$ cat config.mk
export PLATFORM = sky130hd
export DESIGN_NAME = accel_frame_tilt_receiver_core
export DESIGN_NICKNAME = d
export VERILOG_FILES = /design/src/rtl/aftr_pkg.sv /design/src/rtl/aftr_ctrl.sv /design/src/rtl/aftr_datapath.sv /design/src/rtl/accel_frame_tilt_receiver_core.sv
export SDC_FILE = /design/constraint.sdc
export NUM_CORES = 2
export LEC_CHECK = 0
export BUFFER_PORTS_ARGS = -buffer_cell sky130_fd_sc_hd__buf_4
export CAP_MARGIN = 20
export CORE_MARGIN = 4
export CORE_UTILIZATION = 25
export DETAILED_ROUTE_END_ITERATION = 7
export MAX_ROUTING_LAYER = met4
export SLEW_MARGIN = 20
export SYNTH_ARGS = -nofsm -noshare
export SYNTH_HDL_FRONTEND = slang
export SYNTH_SLANG_ARGS = --single-unit
$ cat constraint.sdc
create_clock -name i_clk -period 16.4 [get_ports i_clk]
set_clock_uncertainty 0.2 [all_clocks]
set_input_delay 0.82 -clock i_clk [delete_from_list [all_inputs] [get_ports i_clk]]
set_output_delay 0.82 -clock i_clk [all_outputs]
set_load 0.05 [all_outputs]
$ cat src/rtl/aftr_pkg.sv
// Package for the accelerometer frame tilt receiver.
// Holds widths, sync codes, hunt codes, command struct and the CORDIC angle table.
// No dependencies.
package aftr_pkg;

    localparam int CordicSteps = 16;
    localparam int AngleFracBits = 7;
    localparam int StepW = $clog2(CordicSteps + 1);
    localparam int CordW = 28;   // sample*256 plus CORDIC growth
    localparam int AngW = 26;    // Q16 degrees, range +-512

    localparam logic [7:0] SyncFirst = 8'hA5;
    localparam logic [7:0] SyncSecond = 8'h5A;

    localparam logic [1:0] HuntWaitFirst = 2'd0;
    localparam logic [1:0] HuntWaitSecond = 2'd1;
    localparam logic [1:0] HuntBody = 2'd2;

    localparam logic signed [AngW-1:0] Deg90Q16 = AngW'(90 * 65536);
    localparam logic [16:0] InvGainQ16 = 17'd39797;

    typedef struct packed {
        logic load_roll;    // start roll pass from stored samples
        logic load_pitch;   // start pitch pass from magnitude
        logic iterate;      // one CORDIC micro-rotation
        logic save_roll;    // keep roll result and magnitude
        logic scale_mag;    // apply inverse gain to magnitude
        logic finish;       // pitch done, update smoother and result
    } t_cmd;

    function automatic logic signed [AngW-1:0] atan_q16(input logic [StepW-1:0] idx);
        case (idx)
            0: atan_q16 = AngW'(2949120);
            1: atan_q16 = AngW'(1740967);
            2: atan_q16 = AngW'(919879);
            3: atan_q16 = AngW'(466945);
            4: atan_q16 = AngW'(234379);
            5: atan_q16 = AngW'(117304);
            6: atan_q16 = AngW'(58666);
            7: atan_q16 = AngW'(29335);
            8: atan_q16 = AngW'(14668);
            9: atan_q16 = AngW'(7334);
            10: atan_q16 = AngW'(3667);
            11: atan_q16 = AngW'(1833);
            12: atan_q16 = AngW'(917);
            13: atan_q16 = AngW'(458);
            14: atan_q16 = AngW'(229);
            15: atan_q16 = AngW'(115);
            default: atan_q16 = '0;
        endcase
    endfunction

endpackage

$ cat src/rtl/aftr_ctrl.sv
// Controller: sync hunt, body byte counting and CORDIC sequencing.
// Depends on aftr_pkg.
module aftr_ctrl
    import aftr_pkg::*;
(
    input  logic       i_clk,
    input  logic       i_rst_n,
    input  logic       i_take,       // byte transfer
    input  logic [7:0] i_byte,
    input  logic       i_out_busy,   // result register still full
    output logic       o_ready,
    output logic       o_store,      // write body byte
    output logic [2:0] o_store_idx,
    output t_cmd       o_cmd,
    output logic [StepW-1:0] o_step
);
    localparam logic [2:0] SIdle = 3'd0, SRoll = 3'd1, SScale = 3'd2,
                           SPitch = 3'd3, SLoadP = 3'd4, SFin = 3'd5;

    logic [1:0] r_hunt, n_hunt;
    logic [3:0] r_cnt, n_cnt;
    logic [2:0] r_st, n_st;
    logic [StepW-1:0] r_step, n_step;

    assign o_ready = (r_st == SIdle) && !i_out_busy;
    assign o_store = i_take && (r_hunt == HuntBody);
    assign o_store_idx = r_cnt[2:0];
    assign o_step = r_step;

    always_comb begin
        n_hunt = r_hunt;
        n_cnt = r_cnt;
        n_st = r_st;
        n_step = r_step;
        o_cmd = '0;
        case (r_st)
            SIdle: begin
                if (i_take) begin
                    case (r_hunt)
                        HuntWaitSecond: begin
                            if (i_byte == SyncSecond) begin
                                n_hunt = HuntBody;
                                n_cnt = '0;
                            end else if (i_byte != SyncFirst) begin
                                n_hunt = HuntWaitFirst;
                            end
                        end
                        HuntBody: begin
                            n_cnt = r_cnt + 4'd1;
                            if (r_cnt == 4'd7) begin
                                n_hunt = HuntWaitFirst;
                                n_cnt = '0;
                                n_st = SRoll;
                                n_step = '0;
                                o_cmd.load_roll = 1'b1;
                            end
                        end
                        default: n_hunt = (i_byte == SyncFirst) ? HuntWaitSecond
                                                                : HuntWaitFirst;
                    endcase
                end
            end
            SRoll: begin
                if (r_step == StepW'(CordicSteps)) begin
                    o_cmd.save_roll = 1'b1;
                    n_st = SScale;
                end else begin
                    o_cmd.iterate = 1'b1;
                    n_step = r_step + 1'b1;
                end
            end
            SScale: begin
                o_cmd.scale_mag = 1'b1;
                n_st = SLoadP;
            end
            SLoadP: begin
                o_cmd.load_pitch = 1'b1;
                n_step = '0;
                n_st = SPitch;
            end
            SPitch: begin
                if (r_step == StepW'(CordicSteps)) begin
                    n_st = SFin;
                end else begin
                    o_cmd.iterate = 1'b1;
                    n_step = r_step + 1'b1;
                end
            end
            SFin: begin
                o_cmd.finish = 1'b1;
                n_st = SIdle;
            end
            default: n_st = SIdle;
        endcase
    end

    always_ff @(posedge i_clk) begin
        if (!i_rst_n) begin
            r_hunt <= HuntWaitFirst;
            r_cnt <= '0;
            r_st <= SIdle;
            r_step <= '0;
        end else begin
            r_hunt <= n_hunt;
            r_cnt <= n_cnt;
            r_st <= n_st;
            r_step <= n_step;
        end
    end
endmodule

$ cat src/rtl/aftr_datapath.sv
// Datapath: body store, checksum, shared CORDIC unit, smoother, counters, result register.
// Depends on aftr_pkg.
module aftr_datapath
    import aftr_pkg::*;
(
    input  logic       i_clk,
    input  logic       i_rst_n,
    input  logic       i_store,
    input  logic [2:0] i_store_idx,
    input  logic [7:0] i_byte,
    input  t_cmd       i_cmd,
    input  logic [StepW-1:0] i_step,
    input  logic [8:0] i_alpha,
    input  logic       i_out_take,
    output logic       o_out_valid,
    output logic [183:0] o_out_data
);
    logic [7:0] r_body [0:7];
    logic [55:0] r_last;
    logic r_seen, r_ok, r_valid, r_zero;
    logic signed [CordW-1:0] r_x, r_y;
    logic signed [AngW-1:0] r_ang;
    logic signed [15:0] r_roll, r_pitch, r_sroll, r_spitch;
    logic signed [CordW+17:0] r_prod;
    logic [31:0] r_good, r_bad;

    logic [7:0] sum;
    logic ok_now;
    logic [55:0] frame;
    logic signed [15:0] lastx, sy, sz;
    logic signed [CordW-1:0] ax, ay, lx, ly, shx, shy;
    logic signed [AngW-1:0] la, an;
    logic signed [15:0] ang_out;
    logic [8:0] alpha;
    logic signed [15:0] n_spitch, n_sroll;

    assign sum = r_body[0] + r_body[1] + r_body[2] + r_body[3] + r_body[4]
               + r_body[5] + r_body[6];
    // checksum byte is on the bus in the load cycle
    assign ok_now = (sum == i_byte);
    assign frame = ok_now ? {r_body[6], r_body[5], r_body[4], r_body[3], r_body[2],
                             r_body[1], r_body[0]} : r_last;
    assign lastx = signed'(r_last[23:8]);
    assign sy = signed'(frame[39:24]);
    assign sz = signed'(frame[55:40]);

    // quadrant fold before the micro-rotations
    always_comb begin
        if (i_cmd.load_roll) begin
            ax = CordW'(sz) <<< 8;
            ay = CordW'(sy) <<< 8;
        end else begin
            ax = r_x;
            ay = -(CordW'(lastx) <<< 8);
        end
        lx = ax; ly = ay; la = '0;
        if (ax < 0) begin
            if (ay >= 0) begin
                lx = ay; ly = -ax; la = Deg90Q16;
            end else begin
                lx = -ay; ly = ax; la = -Deg90Q16;
            end
        end
    end

    assign shx = r_x >>> i_step;
    assign shy = r_y >>> i_step;

    function automatic logic signed [15:0] out_angle(input logic signed [AngW-1:0] q,
                                                    input logic signed [15:0] lim);
        logic signed [AngW-1:0] r;
        r = (q + AngW'(1 << (15 - AngleFracBits))) >>> (16 - AngleFracBits);
        if (r > AngW'(lim)) r = AngW'(lim);
        if (r < -AngW'(lim)) r = -AngW'(lim);
        return r[15:0];
    endfunction

    assign ang_out = out_angle(r_ang, i_cmd.save_roll ? 16'sd23040 : 16'sd11520);
    assign alpha = (i_alpha > 9'd256) ? 9'd256 : i_alpha;

    function automatic logic signed [15:0] smooth(input logic signed [15:0] s,
                                                 input logic signed [15:0] a,
                                                 input logic [8:0] al);
        logic signed [27:0] d;
        d = $signed({1'b0, al}) * (28'(a) - 28'(s)) + 28'sd128;
        return s + 16'(d >>> 8);
    endfunction

    assign n_spitch = smooth(r_spitch, ang_out, alpha);
    assign n_sroll = smooth(r_sroll, r_roll, alpha);

    always_ff @(posedge i_clk) begin
        if (i_store) r_body[i_store_idx] <= i_byte;
        if (i_cmd.load_roll || i_cmd.load_pitch) begin
            r_x <= lx; r_y <= ly; r_ang <= la;
            // zero vector keeps angle 0
            r_zero <= (ax == 0) && (ay == 0);
        end else if (i_cmd.iterate) begin
            if (r_y >= 0) begin
                r_x <= r_x + shy; r_y <= r_y - shx;
                if (!r_zero) r_ang <= r_ang + atan_q16(i_step);
            end else begin
                r_x <= r_x - shy; r_y <= r_y + shx;
                if (!r_zero) r_ang <= r_ang - atan_q16(i_step);
            end
        end
        if (i_cmd.save_roll) begin
            r_roll <= ang_out;
            r_prod <= r_x * $signed({1'b0, InvGainQ16});
        end
        if (i_cmd.scale_mag) r_x <= CordW'((r_prod + 46'sd32768) >>> 16);
        if (i_cmd.finish) r_pitch <= ang_out;
    end

    always_ff @(posedge i_clk) begin
        if (!i_rst_n) begin
            r_last <= '0; r_seen <= 1'b0; r_good <= '0; r_bad <= '0;
            r_spitch <= '0; r_sroll <= '0; r_valid <= 1'b0; r_ok <= 1'b0;
        end else begin
            if (i_out_take) r_valid <= 1'b0;
            if (i_cmd.load_roll) begin
                r_ok <= ok_now;
                r_last <= frame;
            end
            if (i_cmd.finish) begin
                r_valid <= 1'b1;
                if (r_ok) begin
                    r_good <= r_good + 32'd1;
                    r_seen <= 1'b1;
                    r_spitch <= r_seen ? n_spitch : ang_out;
                    r_sroll <= r_seen ? n_sroll : r_roll;
                end else begin
                    r_bad <= r_bad + 32'd1;
                end
            end
        end
    end

    assign o_out_valid = r_valid;
    assign o_out_data = {1'b0, r_bad, r_good, r_sroll, r_spitch[14:0], r_roll,
                         r_pitch[14:0], r_last, r_ok};
endmodule

$ cat src/rtl/accel_frame_tilt_receiver_core.sv
// Accelerometer frame tilt receiver, top level.
// The closing byte runs two 16-step CORDIC passes on one shared unit, and a new
// byte is taken once that frame's result has left the result register.
// Synchronous active-low reset clears hunt state, counters and smoother.
module accel_frame_tilt_receiver_core
    import aftr_pkg::*;
(
    input  logic         i_clk,
    input  logic         i_rst_n,
    input  logic         s_axis_tvalid,
    output logic         s_axis_tready,
    input  logic [7:0]   s_axis_tdata,   // rx_byte
    output logic         m_axis_tvalid,
    input  logic         m_axis_tready,
    // frame_ok, sequence_res, accel_x, accel_y, accel_z, pitch_now, roll_now,
    // pitch_smoothed, roll_smoothed, good_frames, bad_frames, zero pad
    output logic [183:0] m_axis_tdata,
    input  logic         i_cfg_we,
    input  logic [8:0]   i_cfg_wdata
);
    logic [8:0] r_alpha;
    logic take, store;
    logic [2:0] store_idx;
    t_cmd cmd;
    logic [StepW-1:0] step;

    always_ff @(posedge i_clk) begin
        if (!i_rst_n) r_alpha <= 9'd46;
        else if (i_cfg_we) r_alpha <= i_cfg_wdata;
    end

    assign take = s_axis_tvalid && s_axis_tready;

    aftr_ctrl u_ctrl (
        .i_clk(i_clk), .i_rst_n(i_rst_n), .i_take(take), .i_byte(s_axis_tdata),
        .i_out_busy(m_axis_tvalid), .o_ready(s_axis_tready), .o_store(store),
        .o_store_idx(store_idx), .o_cmd(cmd), .o_step(step)
    );

    aftr_datapath u_dp (
        .i_clk(i_clk), .i_rst_n(i_rst_n), .i_store(store), .i_store_idx(store_idx),
        .i_byte(s_axis_tdata), .i_cmd(cmd), .i_step(step), .i_alpha(r_alpha),
        .i_out_take(m_axis_tvalid && m_axis_tready), .o_out_valid(m_axis_tvalid),
        .o_out_data(m_axis_tdata)
    );

`ifndef SYNTHESIS
    a_no_take_busy: assert property (@(posedge i_clk) disable iff (!i_rst_n)
        m_axis_tvalid |-> !s_axis_tready) else $error("input taken while result held");
    a_hold: assert property (@(posedge i_clk) disable iff (!i_rst_n)
        m_axis_tvalid && !m_axis_tready |=> m_axis_tvalid) else $error("result dropped");
    a_cmd: assert property (@(posedge i_clk) disable iff (!i_rst_n)
        $onehot0({cmd.load_roll, cmd.load_pitch, cmd.iterate, cmd.save_roll,
                  cmd.scale_mag, cmd.finish})) else $error("command clash");
`endif
endmodule
==> flow_metrics.tcl <==
set metrics [dict create \
    ioPinCount 208 \
    grt_max_degree 83 \
    yosys.area.top_type "fa_1" \
    clkLatencyLatePin_ns 0.66 \
    cp-end-kind "flip-flop" \
    drive_gt1_share_pct 9.58 \
    power.density_nw_per_um2 61.1 \
    fmax_mhz 65.9 \
    drt_iter0_drc 3188 \
    hold_viol 0 \
    fin_crit_sh_pct 92.6 \
    p_sw_share_pct 35.5 \
    dp_hpwl_mm 127 \
    ir_worst_vdd_mv 0.0689 \
    critPathRequiredTime_ns 16.71 \
    fillers 21100 \
    die_width_um 458 \
    yosysTopAreaCellShare_pct 19.4 \
    switchingPower_w 0.00123 \
    clockBufferDepth 3 \
    grt_pass1_wl_mm 247 \
    ys.flop_type "dfxtp_1" \
    maxSlewViolCount 0 \
    place_inst 8312 \
    die_y_um 458 \
    crit_path_top_delay_cell "o311ai_0" \
    initial_utilization_pct 25.2 \
    antenna_found_initial 2 \
    worstSetupStartpointType "flip-flop" \
    clk_pin_slew_ns 0.06 \
    cts_buffers 51 \
    crit_fanout 21 \
    postSynth.asyncResetShare_pct 0 \
    synthesis.instances 5596 \
    root_buffer "clkbuf_16" \
    instances_no_fill 8407 \
    core_area_um2 200000 \
    cts_tree "done" \
    setup_viol 0 \
    wl_per_cell_um 18.9 \
    seq_area_um2 9990 \
    synth_seq_area_share_pct 19.7 \
    grt_usage_pct 15.3 \
    postRouteAntennaNets 0 \
    p_total_w 0.00347 \
    clockPowerShare_pct 34.7 \
    power.leakage_nw 24.8 \
    first_pass_iters 6 \
    synth-seq-cells 399 \
    antenna_cells 0 \
    die_area_um2 210000 \
    portBuffers 206 \
    yosysMostFrequentCell "inv_1" \
    critPathMaxStageDelay_ns 0.72 \
    layout_min_cycle_time_ns 15.18 \
    synth_warnings 0 \
    p_seq_share_pct 30.0 \
    layout.nets 6731 \
    synthTopCellsByCount "inv_1, nand2_1, ha_1" \
    synth_area_um2 50600 \
    drt-total-wl_mm 159 \
    multi_input_area_um2 36800 \
    syn_avg_cell_area_um2 9.04 \
    rrSetupSlack_ns 1.22 \
    num_vias 40900 \
    rsz0062_at_grt "false" \
    holdBufCountCts 0 \
    status "complete, no violations" \
    critPathArrivalTime_ns 15.49 \
    rows 164 \
    clock_sinks 399 \
    internal-power_w 0.00224 \
    grt_overflow_total 0 \
    yosys-top-cells-area "fa_1, ha_1, edfxtp_1" \
    cts_max_level 2 \
    drcViolationCount 0 \
    post_synth_num_cell_types 107 \
    synth_edf_count 199 \
    avgViaCountPerCell 4.87 \
    post_cts_resized 0 \
    slew_headroom_pct 30.0 \
    worstSetupPathType "reg -> reg" \
    tightest_slew_ns 1.05 \
    syn-num-nets 6618 \
    max-cap-violations 0 \
    hold_path.class "in -> reg" \
    area_delta_synth_final_pct 12.5 \
    postCtsSetupBuffers 0 \
    place.gp.congestion 0.926 \
    p_comb_share_pct 35.4 \
    grt_pass1_vias 41300 \
    tns_ns 0 \
]
-- stage by stage --
step           utilization [%]  hold slack [ns]  cell area [um2]  setup slack [ns]
2_1_floorplan                -            0.249            50600             0.941
3_3_place_gp              27.5            0.245            55100              1.32
3_5_place_dp              27.5            0.251            55100              1.20
4_1_cts                   28.4            0.123            56900              1.18
5_1_grt                   28.4            0.182            56900             0.153
6_report                  28.4            0.178            56900              1.22
-- sequential cells by signal, summed over array words and instances (netlist names), 15 cells and up, named ones only --
name and flops:
u_dp.r_ang 26, u_dp.r_bad 32, u_dp.r_body 56, u_dp.r_good 32, u_dp.r_last 56, u_dp.r_pitch 15, u_dp.r_prod 29, u_dp.r_roll 16
u_dp.r_spitch 16, u_dp.r_sroll 16, u_dp.r_x 28, u_dp.r_y 28
-- critical path, delay by kind of cell (launching register included) --
family	cells	cell delay [ns]
adder cells (fa/ha/maj)	10	3.89
buffers and inverters	7	1.01
AND/OR/NAND/NOR	14	4.15
AO/OA/AOI/OAI	16	4.12
flip-flops	1	0.29
multiplexers	1	0.41
XOR/XNOR	4	0.95
-- metal layers --
layer  vias to the layer above  part of all wire, %  global-route usage (%)
met1                     20300                   44                    19.9
met4                         0                  3.6                    4.74
met5                         -                    0                       -
li1                      19200                    -                       -
met2                      1212                   47                    24.8
met3                       242                  6.0                    2.17
-- placed cells by master (no fill, tap or decap), types with 10 or more instances in the layout --
master / n
nor3_1: 81
nor4_1: 25
o31ai_1: 37
mux2i_1: 66
edfxtp_1: 199
a211oi_1: 53
o22ai_1: 19
xor2_1: 184
inv_1: 757
o21bai_1: 30
and2_1: 40
or2_2: 20
a21o_1: 85
a211o_1: 13
clkbuf_16: 54
o21ai_0: 173
or3_1: 28
nand4_1: 45
and3_1: 58
ha_1: 510
o41ai_1: 10
nand3_1: 91
mux4_2: 67
fa_1: 490
buf_4: 281
mux4_1: 10
o21a_1: 47
a21oi_1: 313
nand2b_1: 47
dfxtp_1: 196
and4_1: 19
a31oi_1: 56
mux2_2: 26
xnor2_1: 233
o211ai_1: 20
nor2_1: 498
nand2_1: 539
nor2b_1: 55
-- path summary, 6_finish.rpt --
| kind | start | end | cells after the start |
|---|---|---|---|
| setup / recovery | u_ctrl.o_step[2]$_SDFFE_PN0P_ | u_dp.r_spitch[15]$_SDFFE_PN0P_ | 52 |
| hold / removal | i_cfg_wdata[1] | r_alpha[1]$_SDFFE_PN1P_ | 3 |
| setup reg to reg | u_ctrl.o_step[2]$_SDFFE_PN0P_ | u_dp.r_spitch[15]$_SDFFE_PN0P_ | 52 |
| hold reg to reg | u_dp.r_last[2]$_SDFFE_PN0P_ | u_dp.r_last[2]$_SDFFE_PN0P_ | 2 |
-- kinds of logic (layout without fill, tap and decap cells) --
| family | Yosys count | in the layout | synth area share, % |
|---|---|---|---|
| muxes | 171 | 171 | 5.46 |
| DFF | 399 | 399 | 19.7 |
| adders and majority gates | 1000 | 1000 | 32.0 |
| other | 1 | 1 | 0.00742 |
| AOI/OAI and AO/OA | 998 | 998 | 12.7 |
| buffers and inverters | 985 | 1140 | 7.65 |
| xor gates and xnor gates | 428 | 428 | 7.62 |
| and+or+nand+nor | 1614 | 1614 | 14.8 |
-- power by group through the flow --
stage	Sequential, W	Combinational (W)	Clock, W
floorplan	0.00106	0.000941	0
global placement	0.00106	0.00119	0
detailed placement	0.00106	0.00122	0
CTS	0.00104	0.00123	0.00124
global route	0.00104	0.00140	0.00127
finish	0.00104	0.00123	0.00120
-- area by class of cell --
type | count | share of cell area, %
inverters | 764 | 5.05
multi-input cells | 4212 | 64.7
clock inverters | 36 | 0.697
repair buffers | 281 | 3.71
clock buffers | 59 | 2.42
well taps | 2656 | 5.84
flip-flops and latches | 399 | 17.5
No activity file was read; power rests on OpenSTA's default activity.
